<file path="src/sha1_pkg.sv">
package sha1_pkg;

   typedef struct packed {
      logic [31:0] msg_word;
      logic [2:0]  byte_count;
      logic        end_of_message;
   } req_type;

   typedef struct packed {
      logic [31:0] digest_word;
      logic [2:0]  word_index;
      logic        last_word;
   } rsp_type;

   typedef logic [4:0][31:0] chain_type;

   typedef struct packed {
      logic        load;
      logic        start;
      logic        run;
      logic        fold;
      logic        init;
   } engine_ctl_type;

   typedef struct packed {
      logic        last_round;
   } engine_sts_type;

   typedef enum logic [2:0] {
      ST_IDLE,
      ST_COMP,
      ST_FOLD,
      ST_PAD80,
      ST_PADZ,
      ST_LENHI,
      ST_LENLO,
      ST_OUT
   } back_state_type;

   localparam int IN_QUEUE_DEPTH  = 4;
   localparam int OUT_QUEUE_DEPTH = 4;

   localparam chain_type H_INIT = {32'hC3D2E1F0, 32'h10325476, 32'h98BADCFE,
                                   32'hEFCDAB89, 32'h67452301};

   localparam logic [31:0] K_0 = 32'h5A827999;
   localparam logic [31:0] K_1 = 32'h6ED9EBA1;
   localparam logic [31:0] K_2 = 32'h8F1BBCDC;
   localparam logic [31:0] K_3 = 32'hCA62C1D6;

   localparam logic [31:0] PAD_WORD   = 32'h80000000;
   localparam logic [2:0]  MAX_BYTES  = 3'd4;
   localparam logic [3:0]  LEN_SLOT   = 4'd14;
   localparam logic [3:0]  LAST_SLOT  = 4'd15;
   localparam logic [6:0]  LAST_ROUND = 7'd79;
   localparam logic [2:0]  LAST_INDEX = 3'd4;

   function automatic logic [31:0] sha1_mask(input logic [31:0] data, input logic [2:0] cnt);
      logic [31:0] res;
      unique case (cnt)
         3'd0:    res = 32'h0;
         3'd1:    res = data & 32'hFF000000;
         3'd2:    res = data & 32'hFFFF0000;
         3'd3:    res = data & 32'hFFFFFF00;
         default: res = data;
      endcase
      return res;
   endfunction

endpackage

</file>
<file path="src/sha1_fifo.sv">
module sha1_fifo
   import sha1_pkg::*;
#(
   parameter int DEPTH = IN_QUEUE_DEPTH,
   parameter type data_type = req_type
) (
   input  logic     clock,
   input  logic     reset,
   input  logic     wr_en,
   input  data_type wr_data,
   output logic     full,
   input  logic     rd_en,
   output data_type rd_data,
   output logic     empty
);

   localparam int PTR_W = (DEPTH > 1) ? $clog2(DEPTH) : 1;
   localparam int CNT_W = $clog2(DEPTH + 1);

   data_type             mem_ff [DEPTH];
   logic [PTR_W-1:0]     wr_ptr_ff, wr_ptr_in;
   logic [PTR_W-1:0]     rd_ptr_ff, rd_ptr_in;
   logic [CNT_W-1:0]     count_ff, count_in;
   logic                 do_wr, do_rd;

   assign full    = (count_ff == CNT_W'(DEPTH));
   assign empty   = (count_ff == '0);
   assign do_wr   = wr_en && !full;
   assign do_rd   = rd_en && !empty;
   assign rd_data = mem_ff[rd_ptr_ff];

   always_comb begin
      wr_ptr_in = wr_ptr_ff;
      rd_ptr_in = rd_ptr_ff;
      count_in  = count_ff;
      if (do_wr) begin
         wr_ptr_in = (wr_ptr_ff == PTR_W'(DEPTH - 1)) ? '0 : wr_ptr_ff + 1'b1;
      end
      if (do_rd) begin
         rd_ptr_in = (rd_ptr_ff == PTR_W'(DEPTH - 1)) ? '0 : rd_ptr_ff + 1'b1;
      end
      if (do_wr && !do_rd) begin
         count_in = count_ff + 1'b1;
      end else if (do_rd && !do_wr) begin
         count_in = count_ff - 1'b1;
      end
   end

   always_ff @(posedge clock) begin
      if (reset) begin
         wr_ptr_ff <= '0;
         rd_ptr_ff <= '0;
         count_ff  <= '0;
      end else begin
         wr_ptr_ff <= wr_ptr_in;
         rd_ptr_ff <= rd_ptr_in;
         count_ff  <= count_in;
      end
   end

   always_ff @(posedge clock) begin
      if (do_wr) begin
         mem_ff[wr_ptr_ff] <= wr_data;
      end
   end

endmodule

</file>
<file path="src/sha1_front.sv">
module sha1_front
   import sha1_pkg::*;
#(
   parameter int DEPTH = IN_QUEUE_DEPTH
) (
   input  logic    clock,
   input  logic    reset,
   input  logic    push,
   input  req_type req_data,
   output logic    full,
   output req_type item,
   output logic    item_valid,
   input  logic    item_pop
);

   req_type clean;
   logic    item_empty;

   // byte counts above four saturate, unused low bytes are cleared
   always_comb begin
      clean = req_data;
      if (req_data.byte_count > MAX_BYTES) begin
         clean.byte_count = MAX_BYTES;
      end
      clean.msg_word = sha1_mask(req_data.msg_word, clean.byte_count);
   end

   sha1_fifo #(
      .DEPTH     (DEPTH),
      .data_type (req_type)
   ) u_queue (
      .clock   (clock),
      .reset   (reset),
      .wr_en   (push),
      .wr_data (clean),
      .full    (full),
      .rd_en   (item_pop),
      .rd_data (item),
      .empty   (item_empty)
   );

   assign item_valid = !item_empty;

endmodule

</file>
<file path="src/sha1_engine.sv">
module sha1_engine
   import sha1_pkg::*;
(
   input  logic           clock,
   input  logic           reset,
   input  engine_ctl_type ctl,
   input  logic [31:0]    word_in,
   output engine_sts_type sts,
   output chain_type      chain
);

   logic [15:0][31:0] window_ff, window_in;
   logic [6:0]        round_ff, round_in;
   logic [31:0]       a_ff, b_ff, c_ff, d_ff, e_ff;
   logic [31:0]       a_in, b_in, c_in, d_in, e_in;
   chain_type         chain_ff, chain_in;
   logic [31:0]       f_val, k_val, sched, sum, new_word;

   assign sts.last_round = (round_ff == LAST_ROUND);
   assign chain          = chain_ff;

   // message schedule, w[t+16] from the window taps
   assign sched    = window_ff[13] ^ window_ff[8] ^ window_ff[2] ^ window_ff[0];
   assign new_word = ctl.load ? word_in : {sched[30:0], sched[31]};

   always_comb begin
      priority if (round_ff < 7'd20) begin
         f_val = (b_ff & c_ff) | (~b_ff & d_ff);
         k_val = K_0;
      end else if (round_ff < 7'd40) begin
         f_val = b_ff ^ c_ff ^ d_ff;
         k_val = K_1;
      end else if (round_ff < 7'd60) begin
         f_val = (b_ff & c_ff) | (b_ff & d_ff) | (c_ff & d_ff);
         k_val = K_2;
      end else begin
         f_val = b_ff ^ c_ff ^ d_ff;
         k_val = K_3;
      end
   end

   assign sum = {a_ff[26:0], a_ff[31:27]} + f_val + e_ff + k_val + window_ff[0];

   always_comb begin
      window_in = window_ff;
      round_in  = round_ff;
      a_in      = a_ff;
      b_in      = b_ff;
      c_in      = c_ff;
      d_in      = d_ff;
      e_in      = e_ff;
      chain_in  = chain_ff;
      if (ctl.load || ctl.run) begin
         window_in = {new_word, window_ff[15:1]};
      end
      if (ctl.start) begin
         round_in = '0;
         a_in     = chain_ff[0];
         b_in     = chain_ff[1];
         c_in     = chain_ff[2];
         d_in     = chain_ff[3];
         e_in     = chain_ff[4];
      end else if (ctl.run) begin
         round_in = round_ff + 1'b1;
         a_in     = sum;
         b_in     = a_ff;
         c_in     = {b_ff[1:0], b_ff[31:2]};
         d_in     = c_ff;
         e_in     = d_ff;
      end
      if (ctl.init) begin
         chain_in = H_INIT;
      end else if (ctl.fold) begin
         chain_in[0] = chain_ff[0] + a_ff;
         chain_in[1] = chain_ff[1] + b_ff;
         chain_in[2] = chain_ff[2] + c_ff;
         chain_in[3] = chain_ff[3] + d_ff;
         chain_in[4] = chain_ff[4] + e_ff;
      end
   end

   always_ff @(posedge clock) begin
      if (reset) begin
         chain_ff <= H_INIT;
         round_ff <= '0;
      end else begin
         chain_ff <= chain_in;
         round_ff <= round_in;
      end
   end

   always_ff @(posedge clock) begin
      window_ff <= window_in;
      a_ff      <= a_in;
      b_ff      <= b_in;
      c_ff      <= c_in;
      d_ff      <= d_in;
      e_ff      <= e_in;
   end

endmodule

</file>
<file path="src/sha1_back.sv">
module sha1_back
   import sha1_pkg::*;
#(
   parameter int DEPTH = OUT_QUEUE_DEPTH
) (
   input  logic    clock,
   input  logic    reset,
   input  req_type item,
   input  logic    item_valid,
   output logic    item_pop,
   output rsp_type rsp_data,
   output logic    empty,
   input  logic    pop
);

   back_state_type state_ff, state_in;
   back_state_type ret_ff, ret_in;
   logic [31:0]    acc_ff, acc_in;
   logic [1:0]     acc_cnt_ff, acc_cnt_in;
   logic [3:0]     nwords_ff, nwords_in;
   logic [63:0]    bit_len_ff, bit_len_in;
   logic [2:0]     out_idx_ff, out_idx_in;

   logic           pk_en;
   logic [31:0]    pk_data;
   logic [2:0]     pk_cnt;
   logic [63:0]    merged;
   logic [2:0]     total;
   logic           word_done;
   logic           block_full;

   engine_ctl_type ctl;
   engine_sts_type sts;
   chain_type      chain;

   logic           out_wr;
   logic           out_full;
   rsp_type        out_data;
   logic           finish;

   // byte packer: append pk_cnt bytes behind the partial word
   assign merged     = {acc_ff, 32'h0} | ({pk_data, 32'h0} >> {acc_cnt_ff, 3'b000});
   assign total      = {1'b0, acc_cnt_ff} + pk_cnt;
   assign word_done  = pk_en && total[2];
   assign block_full = word_done && (nwords_ff == LAST_SLOT);

   // outputs of the sequencer
   always_comb begin
      item_pop  = 1'b0;
      pk_en     = 1'b0;
      pk_data   = 32'h0;
      pk_cnt    = 3'd0;
      ctl       = '0;
      out_wr    = 1'b0;
      finish    = 1'b0;
      out_data  = '{digest_word: chain[out_idx_ff], word_index: out_idx_ff,
                    last_word: (out_idx_ff == LAST_INDEX)};
      unique case (state_ff)
         ST_IDLE: begin
            item_pop = item_valid;
            pk_en    = item_valid;
            pk_data  = item.msg_word;
            pk_cnt   = item.byte_count;
         end
         ST_PAD80: begin
            pk_en   = 1'b1;
            pk_data = PAD_WORD;
            pk_cnt  = MAX_BYTES - {1'b0, acc_cnt_ff};
         end
         ST_PADZ: begin
            pk_en  = (nwords_ff != LEN_SLOT);
            pk_cnt = MAX_BYTES;
         end
         ST_LENHI: begin
            pk_en   = 1'b1;
            pk_data = bit_len_ff[63:32];
            pk_cnt  = MAX_BYTES;
         end
         ST_LENLO: begin
            pk_en   = 1'b1;
            pk_data = bit_len_ff[31:0];
            pk_cnt  = MAX_BYTES;
         end
         ST_COMP: begin
            ctl.run = 1'b1;
         end
         ST_FOLD: begin
            ctl.fold = 1'b1;
         end
         ST_OUT: begin
            out_wr   = !out_full;
            finish   = !out_full && (out_idx_ff == LAST_INDEX);
            ctl.init = finish;
         end
         default: begin
         end
      endcase
      ctl.load  = word_done;
      ctl.start = block_full;
   end

   // next state
   always_comb begin
      state_in = state_ff;
      ret_in   = ret_ff;
      unique case (state_ff)
         ST_IDLE: begin
            if (item_valid) begin
               if (block_full) begin
                  state_in = ST_COMP;
                  ret_in   = item.end_of_message ? ST_PAD80 : ST_IDLE;
               end else if (item.end_of_message) begin
                  state_in = ST_PAD80;
               end
            end
         end
         ST_PAD80: begin
            state_in = ST_PADZ;
            if (block_full) begin
               state_in = ST_COMP;
               ret_in   = ST_PADZ;
            end
         end
         ST_PADZ: begin
            if (nwords_ff == LEN_SLOT) begin
               state_in = ST_LENHI;
            end else if (block_full) begin
               state_in = ST_COMP;
               ret_in   = ST_PADZ;
            end
         end
         ST_LENHI: begin
            state_in = ST_LENLO;
         end
         ST_LENLO: begin
            state_in = ST_COMP;
            ret_in   = ST_OUT;
         end
         ST_COMP: begin
            if (sts.last_round) begin
               state_in = ST_FOLD;
            end
         end
         ST_FOLD: begin
            state_in = ret_ff;
         end
         ST_OUT: begin
            if (finish) begin
               state_in = ST_IDLE;
            end
         end
         default: begin
            state_in = ST_IDLE;
         end
      endcase
   end

   // datapath registers
   always_comb begin
      acc_in     = acc_ff;
      acc_cnt_in = acc_cnt_ff;
      nwords_in  = nwords_ff;
      bit_len_in = bit_len_ff;
      out_idx_in = out_idx_ff;
      if (pk_en) begin
         acc_in     = total[2] ? merged[31:0] : merged[63:32];
         acc_cnt_in = total[1:0];
      end
      if (word_done) begin
         nwords_in = nwords_ff + 1'b1;
      end
      if (item_pop) begin
         bit_len_in = bit_len_ff + {58'h0, item.byte_count, 3'b000};
      end
      if (out_wr) begin
         out_idx_in = out_idx_ff + 1'b1;
      end
      if (finish) begin
         bit_len_in = '0;
         out_idx_in = '0;
      end
   end

   always_ff @(posedge clock) begin
      if (reset) begin
         state_ff   <= ST_IDLE;
         ret_ff     <= ST_IDLE;
         acc_ff     <= '0;
         acc_cnt_ff <= '0;
         nwords_ff  <= '0;
         bit_len_ff <= '0;
         out_idx_ff <= '0;
      end else begin
         state_ff   <= state_in;
         ret_ff     <= ret_in;
         acc_ff     <= acc_in;
         acc_cnt_ff <= acc_cnt_in;
         nwords_ff  <= nwords_in;
         bit_len_ff <= bit_len_in;
         out_idx_ff <= out_idx_in;
      end
   end

   sha1_engine u_engine (
      .clock   (clock),
      .reset   (reset),
      .ctl     (ctl),
      .word_in (merged[63:32]),
      .sts     (sts),
      .chain   (chain)
   );

   sha1_fifo #(
      .DEPTH     (DEPTH),
      .data_type (rsp_type)
   ) u_out_queue (
      .clock   (clock),
      .reset   (reset),
      .wr_en   (out_wr),
      .wr_data (out_data),
      .full    (out_full),
      .rd_en   (pop),
      .rd_data (rsp_data),
      .empty   (empty)
   );

endmodule

</file>
<file path="src/sha1_hash_core.sv">
// the packer takes items only in its idle state; each full 64-byte block then runs
// 80 rounds and a fold step on the single round unit, and no further item is
// taken from the input queue until that block has been folded
// end of message: padding words, one or two compressions, then
// 5 digest transfers; synchronous reset empties both queues and restores h0..h4
module sha1_hash_core
   import sha1_pkg::*;
#(
   parameter int IN_DEPTH  = IN_QUEUE_DEPTH,
   parameter int OUT_DEPTH = OUT_QUEUE_DEPTH
) (
   input  logic    clock,
   input  logic    reset,
   input  logic    push,
   output logic    full,
   input  req_type req_data,
   output logic    empty,
   input  logic    pop,
   output rsp_type rsp_data
);

   req_type item;
   logic    item_valid;
   logic    item_pop;

   sha1_front #(
      .DEPTH (IN_DEPTH)
   ) u_front (
      .clock      (clock),
      .reset      (reset),
      .push       (push),
      .req_data   (req_data),
      .full       (full),
      .item       (item),
      .item_valid (item_valid),
      .item_pop   (item_pop)
   );

   sha1_back #(
      .DEPTH (OUT_DEPTH)
   ) u_back (
      .clock      (clock),
      .reset      (reset),
      .item       (item),
      .item_valid (item_valid),
      .item_pop   (item_pop),
      .rsp_data   (rsp_data),
      .empty      (empty),
      .pop        (pop)
   );

endmodule

</file>
<file path="config.mk">
export PLATFORM = sky130hd
export DESIGN_NAME = sha1_hash_core
export DESIGN_NICKNAME = d
export VERILOG_FILES = /design/src/sha1_pkg.sv /design/src/sha1_fifo.sv /design/src/sha1_front.sv /design/src/sha1_engine.sv /design/src/sha1_back.sv /design/src/sha1_hash_core.sv
export SDC_FILE = /design/constraint.sdc
export NUM_CORES = 2
export LEC_CHECK = 0
export CAP_MARGIN = 20
export CORE_AREA = 2 2 297 593
export CTS_BUF_LIST = sky130_fd_sc_hd__clkbuf_16
export CTS_CLUSTER_DIAMETER = 50
export DETAILED_ROUTE_END_ITERATION = 7
export DIE_AREA = 0 0 299 595
export DONT_BUFFER_PORTS = 1
export PLACE_DENSITY = 0.56
export SLEW_MARGIN = 20
export SYNTH_ARGS = -nofsm -noshare
export SYNTH_HDL_FRONTEND = slang
export SYNTH_SLANG_ARGS = --single-unit
</file>
<file path="constraint.sdc">
create_clock -name clock -period 21.2 [get_ports clock]
set_input_delay 0 -clock clock [delete_from_list [all_inputs] [get_ports clock]]
set_output_delay 0 -clock clock [all_outputs]
set_load 0.02 [all_outputs]
</file>
# Yosys cells after proc, flatten, opt, wreduce, memory -nomap -nowiden
# Memory sizes are Yosys's and may differ from the RTL's. A register that Yosys moved wholly into a read port is not among the register bits.
# Index checks and enable logic that the tools add are counted.
dict set report totals {
  regBits 964
  ram_bits 288
  out_inout_bits 38
  mem_count 2
}
# memory depth word_bits read_ports rd_ports_with_merged_regs write_ports line
set memory_table {}
lappend memory_table {u_back.u_out_queue.mem_ff 4 36 1 1 1 sha1_fifo.sv:20} ;# data_type mem_ff [DEPTH];
lappend memory_table {u_front.u_queue.mem_ff 4 36 1 1 1 sha1_fifo.sv:20}
dict set report classes {
  n_addsub 23
  magnitude_cmp 5
  n_eq_ne 28
  shifts 1
  mux 61
  n_bitwise 14
  n_reduce_logical 34
}
# op count
set op_table {}
lappend op_table {{$mux 32} 18}
lappend op_table {{$add 32x32->32} 9}
lappend op_table {{$pmux 32 s4} 2}
lappend op_table {{$xor 32x32->32} 5}
lappend op_table {{$and 32x32->32} 4}
lappend op_table {{$bmux 32 s3} 1}
lappend op_table {{$or 32x32->32} 3}
lappend op_table {{$add 64x6->64} 1}
lappend op_table {{$or 64x64->64} 1}
lappend op_table {{$shr 64x5->64} 1}
lappend op_table {{$mux 3} 17}
lappend op_table {{$not 32->32} 1}
lappend op_table {{$mux 31} 1}
lappend op_table {{$pmux 3 s8} 1}
lappend op_table {{$eq 3x3->1 const B} 7}
lappend op_table {{$mux 2} 9}
lappend op_table {{$lt 7x6->1 const B} 2}
lappend op_table {{$eq 3x2->1 const B} 4}
lappend op_table {{$logic_not 3->1} 4}
lappend op_table {{$pmux 3 s4} 1}
lappend op_table {{$logic_and 1x1->1} 11}
lappend op_table {{$add 3x1->3 const B} 3}
lappend op_table {{$mux 1} 9}
lappend op_table {{$pmux 3 s3} 1}
lappend op_table {{26 further kinds} 50}

# Longest topological paths before layout
dict set report depth {
  ltp_word 12
  depth_mapped 24
  depth_no_buf 22
}

# Hierarchy
# From an unflattened synthesis, not the netlist that was laid out.
dict set report hier_totals {
  hier_cells 4893
  hier_area_um2 61570.3
}
# module instances cells_each area_each_um2
set modules_own_cells {}
lappend modules_own_cells {sha1_engine 1 3396 42022.8}
lappend modules_own_cells {sha1_fifo 2 238 5699.2}
lappend modules_own_cells {sha1_back 1 981 7892.6}
lappend modules_own_cells {sha1_front 1 40 256.5}

# Worst setup path after synthesis
# OpenSTA, ideal clock, no wires.
dict set report synth_timing {
  kind {register -> register}
  startpoint {reg (tool-made name)}
  endpoint {reg u_back.u_engine.window_ff[0] in the netlist's numbering, enable pin}
  setup_ns 3.679
  arrival_time_ns 11.298
  setup_slack_ns 6.223
  stages_incl_launch_ff 14
  path_cell_list {dfxtp_1 clkbuf_1 clkbuf_1 mux4_2 nand2_1 a21oi_1 ha_1 inv_1 fa_1 xnor2_4 nand2_1 clkbuf_1 clkbuf_1 nand2_1}
}
# element line
set synth_rtl {}
lappend synth_rtl {{end signal: assignment} sha1_engine.sv:93} ;# window_ff <= window_in;
lappend synth_rtl {{end: declaration} sha1_engine.sv:12} ;# logic [15:0][31:0] window_ff, window_in;

# Worst setup path in the final report
dict set report layout_timing {
  startpoint {reg u_back.u_engine.round_ff[4]}
  endpoint {reg u_back.u_engine.a_ff[31] (data pin)}
}
dict set report layout_between {
  elab_chain_len 10
  word_cells_on_any_way 15
  cone_classes {4 x add/sub; 3 x order compare; 8 x mux}
}
# element line
set layout_lines {}
lappend layout_lines {{start: declaration} sha1_engine.sv:13} ;# logic [6:0] round_ff, round_in;
lappend layout_lines {{start signal: assignment} sha1_engine.sv:88} ;# round_ff <= round_in;
lappend layout_lines {{$lt 7x6->1} sha1_engine.sv:33} ;# end else if (round_ff < 7'd60) begin
lappend layout_lines {{$mux 32} sha1_engine.sv:33}
lappend layout_lines {{$mux 32} sha1_engine.sv:30} ;# end else if (round_ff < 7'd40) begin
lappend layout_lines {{$mux 32} sha1_engine.sv:27} ;# priority if (round_ff < 7'd20) begin
lappend layout_lines {{$add 32x32->32 (2 in series)} sha1_engine.sv:42} ;# assign sum = {a_ff[26:0], a_ff[31:27]} + f_val + e_ff + k_val + window_ff[0];
lappend layout_lines {{$add 32x32->32 (*) (2 in series)} sha1_engine.sv:42}
lappend layout_lines {{$mux 32 (*)} sha1_engine.sv:63} ;# end else if (ctl.run) begin
lappend layout_lines {{$mux 32 (*)} sha1_engine.sv:56} ;# if (ctl.start) begin
lappend layout_lines {{net u_back.u_engine.a_in[31]} sha1_engine.sv:15} ;# logic [31:0] a_in, b_in, c_in, d_in, e_in;
lappend layout_lines {{end signal: assignment} sha1_engine.sv:94} ;# a_ff <= a_in;
lappend layout_lines {{end: declaration} sha1_engine.sv:14} ;# logic [31:0] a_ff, b_ff, c_ff, d_ff, e_ff;
# The timed path passes the listed nets; every way through them passes the cells marked *. The select of a mux whose other input is x is not followed.
# A chain may end at the register's enable or synchronous reset.

==> results.toml <==
[outcome]
outcome = "finished clean"

[floorplan]
die_y_um = 595
io-pin-count = 78
start_util_pct = 34.8
die-area_um2 = 178000
rows = 217
core_um2 = 174000
die_w_um = 299

[setup_path]
worst_ep_arrival_time_ps = 8730
path_delay_family = "compound AO/OA/AOI/OAI gates"
cpPeakStageDelay_ps = 1020
crit_type = "reg -> reg"
start_kind = "flip-flop"
slowest_stage = "inv_1"
path_max_fanout = 21
end_kind = "flip-flop"
worst-path-buf-inv = 5
path_cells = "a41oi_1 -> nand2_1 -> inv_1 -> nor2_2 -> buf_4 -> a221oi_1 -> fa_1 -> fa_1 -> inv_1 -> ha_1 -> inv_1 -> fa_1 -> inv_1 -> a21oi_1 -> o21bai_1 -> a221oi_1 -> o21bai_1 -> a2111oi_2 -> o31ai_1 -> o211ai_1 -> and3_1 -> o31ai_1"
cp_common_cell = "inv_1"
cp.required_ps = 21770

[sta]
min_period_over_period_pct = 38.5
slew_violations = 0
setup-tns-final_ps = 0
final_hold_viol_count = 0
tightest_slew_ps = 1230
slew_headroom_pct = 17.2
skew_ps = 41.6
clock.fmax_mhz = 122
rsz0062_at_grt = "no"
whs_ps = 45.3
setup-violations-final = 0
finalCriticalPeriod_ps = 8160

[layout]
final_nets = 5491
layout_common_cells = "edfxtp_1, nand2_1, nor2_1, inv_1, o21ai_0"
mostFrequentLayoutCell = "edfxtp_1"
finalInstanceArea_um2 = 68000
layout-drive-gt1-share_pct = 7.83
syn_to_final_growth_pct = 12.4
post-route-util_pct = 39.1

[job]
drv_cap = 0

[logic_synthesis]
synthDistinctLibCells = 85
synth_edf_count = 960
syn-cell-area_um2 = 60500
ys_warn_count = 0
netlist_instances = 5082
synth-main-ff-cell = "edfxtp_1"
seq_area_frac_synth_pct = 57.3
synth_seq_cells = 1252
synth_nets = 5466
syn_avg_cell_area_um2 = 11.9
async_flop_share_pct = 0

[clock_network]
ctsHtreeMaxLevel = 4
cts_tree = "yes"
clockBufferDepth = 3
cts-root-buf = "clkbuf_16"
clk_pin_slew_ps = 70
postCtsSetupBuffers = 0
cts_resized = 0
worstSkewPairLatency_ps = 790
cts-buffers-inserted = 131
clock_sinks = 1252

[drt]
wl_per_cell_um = 22.2
drt-pass1-iter-count = 6
routed-via-count = 39700
wl_um = 167000
vias_per_cell = 5.28
final_antenna_net_count = 0
drt_iter0_markers = 3412
drc = 0

[placed_design]
io_buffers = 0
gp_congestion = 0.939
dpl_cell_area_um2 = 63000
dp_hpwl_um = 116000

[global_routing]
overflow = 0
first_global_vias = 39100
grt_use_total_pct = 18.6
antenna_found_initial = 2
grt_pass1_wl_um = 251000
grt_max_degree = 221

[hold_path]
hp-class = "in -> reg"
kinds of logic (layout without fill, tap and decap cells):
family / Yosys count / in the layout / synth area share [%]
mux: 172 / 172 / 5.02
simple gates: 1505 / 1505 / 11.0
xor+xnor: 301 / 301 / 4.39
compound gates: 1026 / 1026 / 10.5
other cells: 0 / 1 / 0
fa+ha+maj: 344 / 344 / 8.72
buf+inv: 482 / 614 / 3.06
flops: 1252 / 1252 / 57.3
synthesized netlist by cell type (22+ instances only):
master	n	area (um^2)
or3_1	40	250
nor2b_1	60	375
nand2b_1	35	219
a21oi_1	298	1490
fa_1	129	2580
ha_1	215	2690
a22oi_1	28	210
a211oi_1	26	195
o211ai_1	58	435
and2_1	28	175
and3_1	41	257
nand3_1	95	475
mux2i_1	56	561
mux4_2	104	2340
clkbuf_1	157	589
edfxtp_1	960	28800
buf_1	22	82.6
nor2_1	313	1170
nand4_1	27	169
a21o_1	101	758
xnor2_1	175	1530
o21ai_0	299	1500
nor3_1	90	450
a31oi_1	27	169
o21a_1	28	210
nand2_1	731	2740
dfxtp_1	292	5850
inv_1	275	1030
xor2_1	125	1090
buf_2	23	115
worst paths after layout:
kind                                                      from                        endpoint  slack [ps]  cells past startpoint
worst max-delay path               u_back.u_engine.round_ff[4]        u_back.u_engine.a_ff[31]       13040                     22
worst min register to register  u_back.u_engine.window_ff[494]  u_back.u_engine.window_ff[462]         410                      0
worst min-delay path                               req_data[7]    u_front.u_queue.mem_ff[2][7]          50                      2
worst max register to register     u_back.u_engine.round_ff[4]        u_back.u_engine.a_ff[31]       13040                     22
metal layers:
| layer | part of all wire, % | wire length [um] | vias to the layer above | GRT usage, % |
|---|---|---|---|---|
| li1 | - | - | 18400 | - |
| met1 | 46 | 76000 | 20000 | 26.2 |
| met2 | 46 | 77000 | 1104 | 29.4 |
| met3 | 5.1 | 8420 | 222 | 2.43 |
| met4 | 3.2 | 5250 | 0 | 6.18 |
| met5 | 0 | 0 | - | 0 |
timing repair:
item | CTS | global route
hold buffers | 44 | 0
hold endpoints to repair | 297 | 0
setup endpoints to repair | 0 | 0
cell type report:
cell class	instances	area, um^2
fillers	16600	106000
flip-flops and latches	1252	34700
multi-input cells	3348	24000
clock buffers	133	3330
well taps	2299	2880
clock inverters	107	1110
inverters	278	1040
repair buffers	96	893
diodes	1	2.50
state kept, by name, indices dropped and copies added, names as in the netlist, 3 cells and up, named ones only:
register	count
u_back.acc_ff	32
u_back.bit_len_ff	61
u_back.nwords_ff	4
u_back.out_idx_ff	3
u_back.state_ff	3
u_back.u_engine.a_ff	32
u_back.u_engine.b_ff	32
u_back.u_engine.c_ff	32
u_back.u_engine.chain	160
u_back.u_engine.d_ff	32
u_back.u_engine.e_ff	32
u_back.u_engine.round_ff	7
u_back.u_engine.window_ff	512
u_back.u_out_queue.count_ff	3
u_back.u_out_queue.mem_ff	144
u_front.u_queue.count_ff	3
u_front.u_queue.mem_ff	144
through the flow:
step | instances | worst slack [ps]
floorplan | 5082 | 6220
global placement | 7228 | 13260
detailed placement | 7228 | 12980
CTS | 7512 | 13020
global route | 7514 | 12590
finish | 7514 | 13040
Power is not shown: default switching activity piles up to over one toggle a cycle in this logic, so the estimate is an artifact.
